--- src/hw/rtl/ebl_div.sv ---
// ebl_div: iterative restoring divider for unsigned magnitudes, one quotient bit a cycle.
// No dependencies; used by the top level for mean pooling.

module ebl_div #(
   parameter int NUM_W = 21,
   parameter int DEN_W = 6
) (
   input  logic             clock,
   input  logic             reset,
   input  logic             start,
   input  logic [NUM_W-1:0] num,
   input  logic [DEN_W-1:0] den,
   output logic             done,
   output logic [NUM_W-1:0] quot
);

   localparam int CNT_W = $clog2(NUM_W + 1);

   logic             busy_ff, busy_in;
   logic             done_ff, done_in;
   logic [CNT_W-1:0] cnt_ff, cnt_in;
   logic [NUM_W-1:0] quo_ff, quo_in;
   logic [DEN_W-1:0] rem_ff, rem_in;
   logic [DEN_W-1:0] den_ff, den_in;
   logic [DEN_W:0]   shifted;

   // one restoring step per cycle
   always_comb begin
      busy_in = busy_ff;
      done_in = 1'b0;
      cnt_in  = cnt_ff;
      quo_in  = quo_ff;
      rem_in  = rem_ff;
      den_in  = den_ff;
      shifted = {rem_ff, quo_ff[NUM_W-1]};
      if (start) begin
         busy_in = 1'b1;
         cnt_in  = CNT_W'(NUM_W);
         quo_in  = num;
         rem_in  = '0;
         den_in  = den;
      end else if (busy_ff) begin
         if (shifted >= {1'b0, den_ff}) begin
            rem_in = DEN_W'(shifted - {1'b0, den_ff});
            quo_in = {quo_ff[NUM_W-2:0], 1'b1};
         end else begin
            rem_in = DEN_W'(shifted);
            quo_in = {quo_ff[NUM_W-2:0], 1'b0};
         end
         cnt_in = cnt_ff - CNT_W'(1);
         if (cnt_ff == CNT_W'(1)) begin
            busy_in = 1'b0;
            done_in = 1'b1;
         end
      end
   end

   always_ff @(posedge clock) begin
      if (reset) begin
         busy_ff <= 1'b0;
         done_ff <= 1'b0;
      end else begin
         busy_ff <= busy_in;
         done_ff <= done_in;
      end
      cnt_ff <= cnt_in;
      quo_ff <= quo_in;
      rem_ff <= rem_in;
      den_ff <= den_in;
   end

   assign done = done_ff;
   assign quot = quo_ff;

endmodule

--- config.mk ---
export PLATFORM = sky130hd
export DESIGN_NAME = ebl_div
export DESIGN_NICKNAME = d
export VERILOG_FILES = /design/src/hw/rtl/ebl_div.sv
export SDC_FILE = /design/constraint.sdc
export NUM_CORES = 1
export LEC_CHECK = 0
export CORE_ASPECT_RATIO = 0.6
export CORE_MARGIN = 1.5
export CORE_UTILIZATION = 55
export CTS_CLUSTER_DIAMETER = 60
export DETAILED_ROUTE_END_ITERATION = 8
export DONT_BUFFER_PORTS = 1
export PLACE_DENSITY = 0.82
export SYNTH_ARGS = -nofsm -noshare
export SYNTH_HDL_FRONTEND = slang
export SYNTH_SLANG_ARGS = --single-unit
export TNS_END_PERCENT = 10
--- constraint.sdc ---
create_clock -name clock -period 3.5 [get_ports clock]
set_input_delay 0.175 -clock clock [delete_from_list [all_inputs] [get_ports clock]]
set_output_delay 0.175 -clock clock [all_outputs]
set_load 0.05 [all_outputs]
Yosys cells after proc, flatten, opt, wreduce, memory -nomap -nowiden. Index checks and enable logic that the tools add are counted.

Bits in registers: 40. Input bits: 30. Output and inout bits: 22. Word-level logic and storage cells: 21.

$add $sub $neg: 2. Magnitude comparators: 1. Eq/ne operators: 1. Muxes and demuxes: 8. Bitwise operators: 1. Reductions and logical operators: 2.

Operators with widths (count): $mux W21 (2); $ge A7 B6 Y1 (1); $mux W6 (1); $sub A6 B6 Y6 (1); $eq A5 B1 Y1 const B (1); $mux W1 (5); $sub A5 B1 Y5 const B (1); $reduce_or A3 Y1 (1); $reduce_bool A2 Y1 (1); $not A1 Y1 (1).

Longest topological paths before layout.
Depth in word-level cells: 4. Depth in mapped cells: 8. Depth with buffers taken out: 8.

Worst setup path before layout. OpenSTA, ideal clock, no wires.

Path kind: reg2reg. Start: reg quo_ff[20] (netlist: quot[20]). End: reg rem_ff[0]. Library setup time: 0.095 ns. Arrival: 2.146 ns. Required time: 3.405 ns. Setup slack: 1.258 ns. Cell stages (with the launch flop): 9. Buffers on the path: 1. Period minus slack after synthesis: 2.242 ns. Path through: edfxtp_1 -> inv_1 -> ha_1 -> nor2b_1 -> o21ai_0 -> a41o_1 -> buf_6 -> or4b_1 -> o311ai_1.

Word-level cells in the longest chain between the ends: 2. Elaborated cells between the ends (all ways): 3. Classes of those cells: add/sub (1); order compare (1); mux (1).

RTL lines: start: declaration (line 22) `logic [NUM_W-1:0] quo_ff, quo_in;`; start signal: assignment (line 67) `quo_ff <= quo_in;`; $sub A6 B6 Y6 or $ge A7 B6 Y1 (tied branches) (line 44, 43); $mux W6 * (line 43) `if (shifted >= {1'b0, den_ff}) begin`; end signal: assignment (line 68) `rem_ff <= rem_in;`; end: declaration (line 23) `logic [DEN_W-1:0] rem_ff, rem_in;`.

Mark *: on every way between the ends. The rest lies on a longest branch, timed or not. A chain may end at the register's enable or synchronous reset.

Worst setup path in the final report. Ends and elaborated chain as after synthesis.

==> flow_summary.ini <==
[floorplanning]
ioPinCount = 52
rows = 16
start_util_pct = 58.6
die_w_um = 79.8
dieArea_mm2 = 0.00392
core-area_mm2 = 0.00332
die_h_um = 49.1

[place]
dp_hpwl_mm = 2.27
gp_congestion = 0.907
pre_cts_ws_ns = 1.07
portBuffers = 0
placed_cell_area_mm2 = 0.00197

[clocking]
ctsHoldBuffers = 8
post_cts_resize_count = 0
post-cts-setup-buffers = 0
cts_tree = done
htree_levels = 2
cts_inserted_buffers = 5
ctsRootBufferMaster = clkbuf_8
clk_latency_ns = 0.29
clock_path_buffers = 2
clock_sinks = 40
path_clk_slew_ns = 0.07

[synthesis]
synth_xor_xnor_area_share_pct = 3.15
synth-edff-count = 27
yosysTopAreaCellShare_pct = 41.6
synth_mux_area_share_pct = 14.3
synthTopCellsByCount = edfxtp_1 (27), mux2_2 (22), dfxtp_1 (13), nor2_1 (13), inv_1 (11)
synthAdderAreaFrac_pct = 6.81
synth-compound-area-share_pct = 6.55
avgSynthCellArea_um2 = 12.5
yosys_warnings = 0
ys_seq_area_share_pct = 55.0
synthTopCellsByArea = edfxtp_1 (42%), dfxtp_1 (13%), mux2_2 (13%)
yosysUniqueCellTypes = 34
synth.most_common_cell = edfxtp_1
async_flop_share_pct = 0
synth_area_mm2 = 0.00195
ys.flop_type = edfxtp_1
ys_ff_latch = 40
synth-simple-area-share_pct = 10.4
synthesis.nets = 196
synth_top_family_by_area = multiplexers
yosysTopAreaCell = edfxtp_1
syn_inst = 156

[routing]
drtIter0Drc = 52
first_pass_iters = 4
routedWlPerCell_um = 15.8
viasPerCell = 5.53
postRouteAntennaNets = 0
dr_total_vias = 1161
wirelength_mm = 3.32
drc = 0

[power_and_ir_drop]
total_power_uw = 1160
p_seq_share_pct = 59.1
irDropWorstVdd_mv = 0.364
combPwrFrac_pct = 14.3
clkPwrFrac_pct = 26.6
switching_share_pct = 30.7
leakage_uw = 0.000822
powerDensity_mw_per_mm2 = 541
p_sw_uw = 356
p_int_uw = 803

[global_route]
grt-ovfl-total = 0
grt_pass1_wl_mm = 5.38
track_usage_pct = 18.9
grt_max_degree = 30
first_global_vias = 1154
antenna_found_initial = 0

[timing]
tns_ns = 0
relSlewSlack_pct = 55.4
rsz0062_at_grt = no
period_share_pct = 69.4
worstMarginPinSlew_ns = 0.667
fin_ws_ns = 1.07
skew_ns = 0.00520
drv_slew = 0
fin_crit_ns = 2.43
fmax_mhz = 412
final_hold_viol_count = 0
setup_viol_count_final = 0

[worst_hold_path]
worstHoldPathType = input port to register

[setup_path]
startpoint_type = register
cp_slowest_cell = edfxtp_1
worstSetupPathType = register to register
worstPathCellList = inv_1, ha_1, nor2b_1, o21ai_0, a41o_1, or4b_1, o311ai_1
cp.required_ns = 3.70
endpoint_kind = register
crit_fanout = 10
max_stage_delay_ns = 0.65
arrival_ns = 2.63

[run_status]
status = finished clean

[finish]
fin_nets = 204
area_delta_synth_final_pct = 10.0
stdcell_area_mm2 = 0.00214
diodes = 0
fillers = 266
drive_gt1_share_pct = 18.8
seq_area_mm2 = 0.00107
multi_input_area_um2 = 802

[flow_run]
max_cap_viol_count = 0
## per-stage QoR
step | hold slack (ns) | utilization (%) | std cells
2_1_floorplan | 0.251 | - | 156
3_3_place_gp | 0.252 | 59.3 | 194
3_5_place_dp | 0.254 | 59.3 | 194
4_1_cts | 0.0767 | 64.5 | 210
5_1_grt | 0.0774 | 64.5 | 210
6_report | 0.0834 | 64.5 | 210
## final cells by class
class	instances	share of cell area, %
sequential	40	50.0
inverter	11	1.93
tap	45	2.63
multi-input combinational	98	37.4
clock buffer	6	3.85
clock inverter	2	0.467
timing repair buffer	8	3.74
## path summary, 6_finish.rpt
path | to | cells past startpoint | slack [ns] | start
min | busy_ff | 1 | 0.08 | reset
min reg2reg | rem_ff[5] | 2 | 0.51 | rem_ff[5]
max | rem_ff[0] | 7 | 1.07 | quot[20]
max reg2reg | rem_ff[0] | 7 | 1.07 | quot[20]
## logic make-up after synthesis
kind of cell,after synthesis
AOI/OAI and AO/OA,19
DFF,40
buffers and inverters,18
xor gates and xnor gates,7
and+or+nand+nor,37
muxes,25
adders and majority gates,10
## worst max-delay path: cells and delay by family, from the launching register on
kind / cells / cell delay, ns
fa+ha+maj: 1 / 0.34
compound gates: 3 / 0.57
simple gates: 2 / 0.62
buf+inv: 1 / 0.16
flops: 1 / 0.65
## layout by cell type, fill, tap and decap left out
cell,n
a211o_1,1
a211oi_1,5
a21o_1,1
a21oi_1,4
a22oi_1,1
a41o_1,1
and3b_1,1
clkbuf_8,6
clkinv_2,2
dfxtp_1,13
dlygate4sd3_1,8
edfxtp_1,27
fa_1,1
ha_1,9
inv_1,11
mux2_2,22
mux2i_1,3
nand2_1,4
nand2b_1,5
nand3_1,1
nor2_1,13
nor2b_1,2
nor3_1,2
nor3b_1,4
nor4b_1,1
nor4bb_1,1
o21a_1,1
o21ai_0,4
o311ai_1,1
or2_2,1
or3_1,1
or4b_1,1
xnor2_1,4
xor2_1,3
## power by group through the flow
| stage | sequential, uW | clock, uW | combinational, uW |
|---|---|---|---|
| after floorplan | 681 | 0 | 146 |
| after global placement | 693 | 0 | 148 |
| after detailed placement | 694 | 0 | 155 |
| after CTS | 685 | 317 | 167 |
| after global routing | 689 | 331 | 188 |
| final | 685 | 309 | 165 |
## state kept, by name, summed over array words and instances, names as in the netlist
register / count
den_ff: 6
done: 1
cnt_ff: 5
rem_ff: 6
quot: 21
busy_ff: 1
## routing by layer
metal  vias up  track usage (%)  wire length, um
met5         -                0                0
met4         0             7.76               46
met3         4             7.10              244
met2        40             28.4             1480
met1       540             24.8             1560
li1        577                -                -
(Power assumes the default switching activity.)
