$ cat src/hw/rtl/ebl_ram.sv
// ebl_ram: generic single-port-write, single-port-read RAM with registered read.
// No dependencies; used for the embedding table and the column accumulators.

module ebl_ram #(
   parameter int WIDTH = 16,
   parameter int DEPTH = 16
) (
   input  logic                                   clock,
   input  logic                                   we,
   input  logic [((DEPTH > 1) ? $clog2(DEPTH) : 1)-1:0] waddr,
   input  logic [WIDTH-1:0]                       wdata,
   input  logic [((DEPTH > 1) ? $clog2(DEPTH) : 1)-1:0] raddr,
   output logic [WIDTH-1:0]                       rdata
);

   logic [WIDTH-1:0] mem_ff [DEPTH];

   // write port
   always_ff @(posedge clock) begin
      if (we) begin
         mem_ff[waddr] <= wdata;
      end
   end

   // registered read port
   always_ff @(posedge clock) begin
      rdata <= mem_ff[raddr];
   end

endmodule

$ cat config.mk
export PLATFORM = sky130hd
export DESIGN_NAME = ebl_ram
export DESIGN_NICKNAME = d
export VERILOG_FILES = /design/src/hw/rtl/ebl_ram.sv
export SDC_FILE = /design/constraint.sdc
export NUM_CORES = 1
export LEC_CHECK = 0
export ABC_CLOCK_PERIOD_IN_PS = 2600
export BUFFER_PORTS_ARGS = -buffer_cell sky130_fd_sc_hd__buf_2
export CAP_MARGIN = 20
export CORE_MARGIN = 1.5
export CORE_UTILIZATION = 34
export CTS_CLUSTER_DIAMETER = 200
export DETAILED_ROUTE_END_ITERATION = 8
export HOLD_SLACK_MARGIN = 0.12
export SYNTH_ARGS = -nofsm -noshare
export SYNTH_HDL_FRONTEND = slang
export SYNTH_SLANG_ARGS = --single-unit
export TNS_END_PERCENT = 1
$ cat constraint.sdc
create_clock -name clock -period 2.6 [get_ports clock]
set_input_delay 0 -clock clock [delete_from_list [all_inputs] [get_ports clock]]
set_output_delay 0 -clock clock [all_outputs]
set_load 0.05 [all_outputs]
# == Word-level counts from Yosys, hierarchy flattened ==
# Memory sizes are Yosys's and may differ from the RTL's. A register that Yosys moved wholly into a read port is not among the register bits.
# Index checks and enable logic that the tools add are counted.
# classes
n_mux,2
# op_table
cell,n
two-way mux 1 bit,2
# totals
ff_bits,0
ramBits,256
input_bits,26
out_inout_bits,16
wordCells,3
memories,1
# mem_list
name,depth,word_bits,rd,rd_ports_with_merged_regs,write_ports,line,rtl
mem_ff,16,16,1,1,1,16,logic [WIDTH-1:0] mem_ff [DEPTH];

# == Longest topological paths before layout ==
# Gate-level depths: netlist (run 1).
# logic_depth
word_depth,2
mapped_depth,5
mapped_depth_nobuf,3

# == Worst setup path after synthesis (run 1) ==
# OpenSTA, ideal clock, no wires.
# synth_path
kind,input to register
start,input waddr[2] in the netlist's numbering
end,"memory mem_ff[0][0], enable pin"
setup_ps,409
arrival_ps,1646
t_required_ps,2191
path_slack_ps,545
path_stages,2
n_path_buf,0
path_cell_list,or3b_2 -> nor3_1
# synth_lines
item,line,rtl
start: declaration,10,"input logic [((DEPTH > 1) ? $clog2(DEPTH) : 1)-1:0] waddr,"
end: declaration,16,
# Straight into the memory's write port.

# == Worst setup path after layout (run 1) ==
# layout_path
start,input we
end,"memory mem_ff[11][2], enable pin"
# layout_between
elab_chain_len,2
# layout_rtl
item,line,rtl
start: declaration,9,"input logic we,"
two-way mux 1 bit,20,if (we) begin
two-way mux 1 bit (not written as such),21,mem_ff[waddr] <= wdata;
# Every way passes these cells.

==> results of run 1 <==
-- report_power, final --
part / internal [mW] / total, mW / switching, mW
Combinational: 0.206 / 0.555 / 0.349
Sequential: 4.90 / 4.93 / 0.0278
Clock: 2.49 / 4.06 / 1.58
Total: 7.60 / 9.55 / 1.95
-- flip-flops by register name, indices dropped and copies added (netlist names) --
name,count
mem_ff,256
rdata,16
-- synthesized netlist by cell type, types with 2 or more instances --
cell type  number
nand3b_1        2
nor2_1         13
dfxtp_1        16
a22oi_1        32
mux4_1         10
buf_4           3
edfxtp_1      256
clkbuf_1        8
mux4_2         54
nor2b_1         2
nand2b_1        2
nand2_1        17
nor3_1          4
buf_1           3
buf_2           3
buf_6           4
-- worst max-delay path, stage by stage --
cell,delay [ps]
dlygate4sd3_1,510
buf_2,120
nand3b_1,190
dlygate4sd3_1,640
nor2_2,180
buf_4,320
-- kinds of logic after synthesis --
| family | Yosys count | share of synthesized area |
|---|---|---|
| AND/OR/NAND/NOR | 43 | 0.0192 |
| AO/OA/AOI/OAI | 32 | 0.0239 |
| buffers and inverters | 21 | 0.0123 |
| flip-flops | 272 | 0.797 |
| multiplexers | 64 | 0.147 |
-- routing by layer --
metal,up-vias,wire [microns],part of all wire,track usage
met4,0,358,0.017,0.0331
met3,26,1760,0.083,0.0287
met5,-,0,0,0
li1,2034,-,-,-
met1,2445,8780,0.41,0.197
met2,155,10300,0.49,0.229
-- metrics by stage --
stage	std cells	area (sq um)	setup slack, ps	util	hold WS [ps]
floorplan	432	10000	545	-	98.9
global placement	862	10900	839	0.377	367
detailed placement	862	10900	865	0.377	389
CTS	935	12000	833	0.417	123
global route	935	12000	733	0.417	164
finish	935	12000	822	0.417	135
-- worst min path at each step --
stage	to	cells past startpoint	from	slack (ps)
5_1_grt	rdata[8]	5	raddr[3]	160
6_report	mem_ff[7][5]	3	waddr[2]	140
2_1_floorplan	mem_ff[0][0]	0	wdata[0]	100
3_3_place_gp	mem_ff[12][11]	1	wdata[11]	370
4_1_cts	mem_ff[10][7]	3	waddr[3]	120
3_5_place_dp	mem_ff[15][5]	1	wdata[5]	390
-- final cells by class --
class / count / area share
flip-flops and latches: 272 / 0.665
multi-input cells: 139 / 0.163
clock buffers: 38 / 0.0648
repair buffers: 88 / 0.0530
well taps: 384 / 0.0399
clock inverters: 14 / 0.0141
-- what timing repair did --
item / CTS / global route
setup endpoints to repair: 0 / 0
hold buffers: 21 / 0
endpoints found under the hold margin: 269 / 0
==> summary.md, run 1 <==
| Metric | Value |
|---|---|
| RR Startpoint | `mem_ff[1][10]` |
| Worst-case clock buffer depth | `3` |
| Multi-input combinational cell area | `1960 sq um` |
| Die area | `30600 sq um` |
| Worst EP arrival | `1970 ps` |
| Max Freq | `562 MHz` |
| Layout area overhead | `19.9%` |
| Cells after synthesis | `432` |
| Fillers | `2527` |
| Max-Cap Viols | `0` |
| Synth area leader | `edfxtp_1` |
| Core area | `28900 sq um` |
| Crit Path Category | `in -> reg` |
| IO Pins | `42` |
| Starting Density | `0.348` |
| Worst reg2reg endpoint | `rdata[10]` |
| Setup bufs post-CTS | `0` |
| Setup TNS | `0 ps` |
| PwrDens | `793 nW/um^2` |
| CP endpoint | `mem_ff[11][2]` |
| Post-CTS resize count | `0` |
| CP startpoint | `we` |
| All-Layer GR Usage | `0.141` |
| Worst Tran Pin Value | `540 ps` |
| Syn Nets | `458` |
| Yosys Warn Count | `0` |
| Die W | `175 microns` |
| R2R Setup Slk | `1240 ps` |
| Initial antenna violation count | `0` |
| Register area | `8010 sq um` |
| Nets | `555` |
| RSZ-0062 raised after global routing | `false` |
| Most frequent cells in the layout | `edfxtp_1, mux4_2, buf_2, a22oi_1, clkbuf_16` |
| Sink Count | `272` |
| # rows | `62` |
| Worst-path clk slew | `60 ps` |
| Hpwl dp | `11.5 mm` |
| Total power | `9.55 mW` |
| Avg Inst Size Synth | `23.2 sq um` |
| CP Launch Type | `input port` |
| Rel. slew slack | `0.639` |
| Post-route minimum period | `1780 ps` |
| Synth area leaders | `edfxtp_1, mux4_2, dfxtp_1` |
| Worst-Skew Late Latency | `530 ps` |
| EDFF count, synth | `256` |
| Seq cells post-synth | `272` |
| CTS tree | `done` |
| Gpl congestion | `0.700` |
| Remaining antenna violation count | `0` |
| Vias in the first global route | `5034` |
| Final period util | `0.684` |
| Status | `finished, final reports clean` |
| Fin. Hold Viols | `0` |
| Crit-path max FO | `14` |
| PortBufs | `41` |
| Seq/Total Area, Yosys | `0.797` |
| Commonest non-fill, non-tap cell in the layout | `edfxtp_1` |
| Die Y | `175 microns` |
| Worst vdd ir | `0.478 mV` |
| Drc violations | `0` |
| Distinct cells, synth | `19` |
| Worst Skew | `14.4 ps` |
| Fraction of layout cells with a size suffix above 1 | `0.328` |
| Hold Path Class | `in -> reg` |
| H-Tree Depth | `1` |
| First-pass detailed-route iteration total | `4` |
| Initial drt markers | `344` |
| GRT overflow | `0` |
| DR WL/cell | `22.7 microns` |
| CTS Root Cell | `clkbuf_16` |
| Vias | `4660` |
| Final Max Tran Viols | `0` |
| Clock buffer count from CTS | `28` |
| Ant. Diodes | `0` |
| Final setup fails | `0` |
| CP endpoint kind | `flip-flop` |
| Critical Path RT | `2790 ps` |
| Global-route wire length before repair | `31.6 mm` |
| Area of the mapped netlist | `10000 sq um` |
| Reg2Reg Depth | `3` |
| Via density | `4.98` |
| Leakage | `3.94 nW` |
| Largest net degree at the start of global routing | `65` |
| Ys async rst share | `0` |
| Top-area cell type share of the netlist area | `0.765` |
| Final WL | `21.2 mm` |
| Synth Flop Type | `edfxtp_1` |
Note: power is estimated with default switching activity, not from simulation.
==> run 2: changes to the inputs <==
--- a/config.mk
+++ b/config.mk
@@ -5,7 +5,7 @@
 export SDC_FILE = /design/constraint.sdc
 export NUM_CORES = 1
 export LEC_CHECK = 0
-export ABC_CLOCK_PERIOD_IN_PS = 2600
+export ABC_CLOCK_PERIOD_IN_PS = 1600
 export BUFFER_PORTS_ARGS = -buffer_cell sky130_fd_sc_hd__buf_2
 export CAP_MARGIN = 20
 export CORE_MARGIN = 1.5
==> constraint.sdc (replaced) <==
create_clock -name clock -period 1.6 [get_ports clock]
set_input_delay 0 -clock clock [delete_from_list [all_inputs] [get_ports clock]]
set_output_delay 0 -clock clock [all_outputs]
set_load 0.05 [all_outputs]
==> run 2 against run 1 <==
  * Worst hold slack better by 13 ps
  * Clock-buffer cell count up 8
  * First-iteration DRC count up 4.9%
  * Core utilization up 0.19 points
  * Clock skew down 7.1 ps
  * Critical path type unchanged
  * Critical endpoint is now mem_ff[0][10]
  * Largest cell class unchanged
  * Largest power group unchanged
==> summary.md, run 2 (same netlist as run 1, synthesis figures left out) <==
| Metric | Value |
|---|---|
| Worst min-delay path endpoint | `rdata[12]` |
| Remaining antenna violation count | `0 (unchanged)` |
| Leakage | `3.90 nW (-0.81%)` |
| Clock power share | `0.397 (-0.029)` |
| CTS Root Cell | `clkbuf_16` |
| RSZ-0062 raised after global routing | `false` |
| Crit-path max FO | `16 (+2)` |
| H-Tree Depth | `1 (unchanged)` |
| Vias | `4666 (+0.13%)` |
| Combinational share of power | `0.062 (+0.004)` |
| Worst hold start | `raddr[3]` |
| Worst reg2reg endpoint | `rdata[7]` |
| Worst hold path cell count | `5 (+2)` |
| Worst-Skew Late Latency | `520 ps (about the same)` |
| Core area | `28900 sq um (unchanged)` |
| Largest net degree at the start of global routing | `49 (-25%)` |
| Drc violations | `0 (unchanged)` |
| Biggest regs | `mem_ff (256), rdata (16)` |
| Final setup fails | `0 (unchanged)` |
| Final WL | `20.8 mm (-2.0%)` |
| Via density | `5.03 (+0.88%)` |
| PortBufs | `41 (unchanged)` |
| Ant. Diodes | `0 (unchanged)` |
| Hold Path Class | `in -> reg` |
| IO Pins | `42 (unchanged)` |
| Largest register FFs | `256 (unchanged)` |
| Die Y | `175 microns (unchanged)` |
| Worst Tran Pin Value | `1070 ps (+530 ps)` |
| Sequential power share | `0.541 (+0.025)` |
| Hold Slack | `148 ps (+13.0 ps)` |
| GRT overflow | `0 (unchanged)` |
| Initial antenna violation count | `0 (unchanged)` |
| Final Max Tran Viols | `0 (unchanged)` |
| Most frequent cells in the layout | `edfxtp_1, mux4_2, buf_2, a22oi_1, clkbuf_16` |
| CP Launch Type | `input port` |
| Initial drt markers | `361 (+4.9%)` |
| Clock buffer count from CTS | `27 (-3.6%)` |
| Post-CTS resize count | `0 (unchanged)` |
| Sw power | `3.02 mW (+55%)` |
| Design area | `12100 sq um (+0.46%)` |
| Fin. Hold Viols | `0 (unchanged)` |
| Hpwl dp | `11.1 mm (-3.3%)` |
| Max Freq | `684 MHz` |
| Internal power | `11.8 mW (+55%)` |
| Worst EP arrival | `1680 ps (-290 ps)` |
| CP endpoint kind | `flip-flop` |
| First-pass detailed-route iteration total | `4 (unchanged)` |
| Fillers | `2527 (unchanged)` |
| Vias in the first global route | `4944 (-1.8%)` |
| All-Layer GR Usage | `0.138 (-0.00325)` |
| Worst vdd ir | `0.633 mV (+32%)` |
| DR WL/cell | `22.4 microns (-1.2%)` |
| Worst Skew | `7.32 ps (-7.09 ps)` |
| Sink Count | `272 (unchanged)` |
| Fraction of layout cells with a size suffix above 1 | `0.313 (-0.0160)` |
| Global-route wire length before repair | `30.9 mm (-2.2%)` |
| Critical Path RT | `1820 ps (-970 ps)` |
| Top reg by flops | `mem_ff` |
| Status | `finished, final reports clean` |
| Area of placed instances | `11100 sq um (+1.8%)` |
| Commonest non-fill, non-tap cell in the layout | `edfxtp_1` |
| Gpl congestion | `0.708 (+1.0%)` |
| R2R Setup Slk | `280 ps (-960 ps)` |
| Final period util | `0.914` |
| Worst-path clk slew | `60 ps (about the same)` |
| PwrDens | `1220 nW/um^2 (+54%)` |
| Total power | `14.8 mW (+55%)` |
| Crit Path Category | `in -> reg` |
| Die area | `30600 sq um (unchanged)` |
| Post-route minimum period | `1460 ps` |
| Sw Ratio | `0.204 (-0.000691)` |
| Worst-case clock buffer depth | `3 (unchanged)` |
| Max-Cap Viols | `0 (unchanged)` |
| Reg2Reg Depth | `3 (unchanged)` |
| Die W | `175 microns (unchanged)` |
| Nets | `550 (-0.90%)` |
| Starting Density | `0.348 (unchanged)` |
| # rows | `62 (unchanged)` |
| Rel. slew slack | `0.287 (-0.353)` |
| Layout area overhead | `20.4%` |
| CTS tree | `done` |
| RR Startpoint | `mem_ff[1][7]` |
==> run 2: cell count changes in the layout (fill, tap and decap cells not counted), sizes merged <==
cell,previous run,this run
clkbuf,38,46
clkinvlp,1,0
buf,67,65
bufinv,4,1
clkinv,9,2
dlygate4sd3,21,19
==> run 2: timing repair <==
item	in CTS	in global routing
setup buffers	0	0
hold endpoints to repair	304	0
hold buffers	19	0
==> run 2: power groups by stage <==
stage	sequential (mW)	clock, mW	combinational, mW
floorplan	8.32	0	0.389
CTS	8.01	6.01	0.937
finish	8.01	5.88	0.918
global placement	8.15	0	0.881
global route	8.02	6.30	0.984
detailed placement	8.16	0	0.901
==> run 2: final cells by class <==
cell class | instances | area (sq um) | area share
multi-input combinational | 139 | 1960 | 0.162
clock buffer | 46 | 787 | 0.0651
sequential | 272 | 8010 | 0.662
clock inverter | 3 | 40.0 | 0.00331
timing repair buffer | 84 | 816 | 0.0675
tap | 384 | 480 | 0.0397
==> run 2: worst max-delay path, stage by stage <==
cell           delay [ps]
dlygate4sd3_1         530
buf_2                 170
nor3_2                170
dlygate4sd3_1         620
buf_12                190
==> run 2: per-layer routing <==
layer / track usage / share of wire / wire [microns]
met4: 0.0324 / 0.019 / 391
met2: 0.248 / 0.53 / 10900
met5: 0 / 0 / 0
met3: 0.0242 / 0.047 / 969
met1: 0.174 / 0.41 / 8490
==> run 2: stage by stage <==
| step | setup TNS (ps) | utilization | std cells | setup slack, ps |
|---|---|---|---|---|
| after detailed placement | 0 | 0.384 | 860 | 138 |
| final | 0 | 0.419 | 928 | 138 |
| after global routing | 0 | 0.419 | 928 | 120 |
| after global placement | 0 | 0.384 | 860 | 150 |
| after CTS | 0 | 0.419 | 928 | 152 |
| after floorplan | -6890 | - | 432 | -155 |
==> run 2: worst max-delay path by stage <==
stage                        start             to  slack, ps  cells after the start
after floorplan           waddr[2]   mem_ff[8][0]       -150                      2
after global routing      waddr[1]  mem_ff[0][13]        120                      5
final                     waddr[1]  mem_ff[0][10]        140                      5
after CTS                 waddr[1]  mem_ff[0][14]        150                      5
after detailed placement  raddr[0]       rdata[7]        140                      5
after global placement    raddr[3]       rdata[7]        150                      4
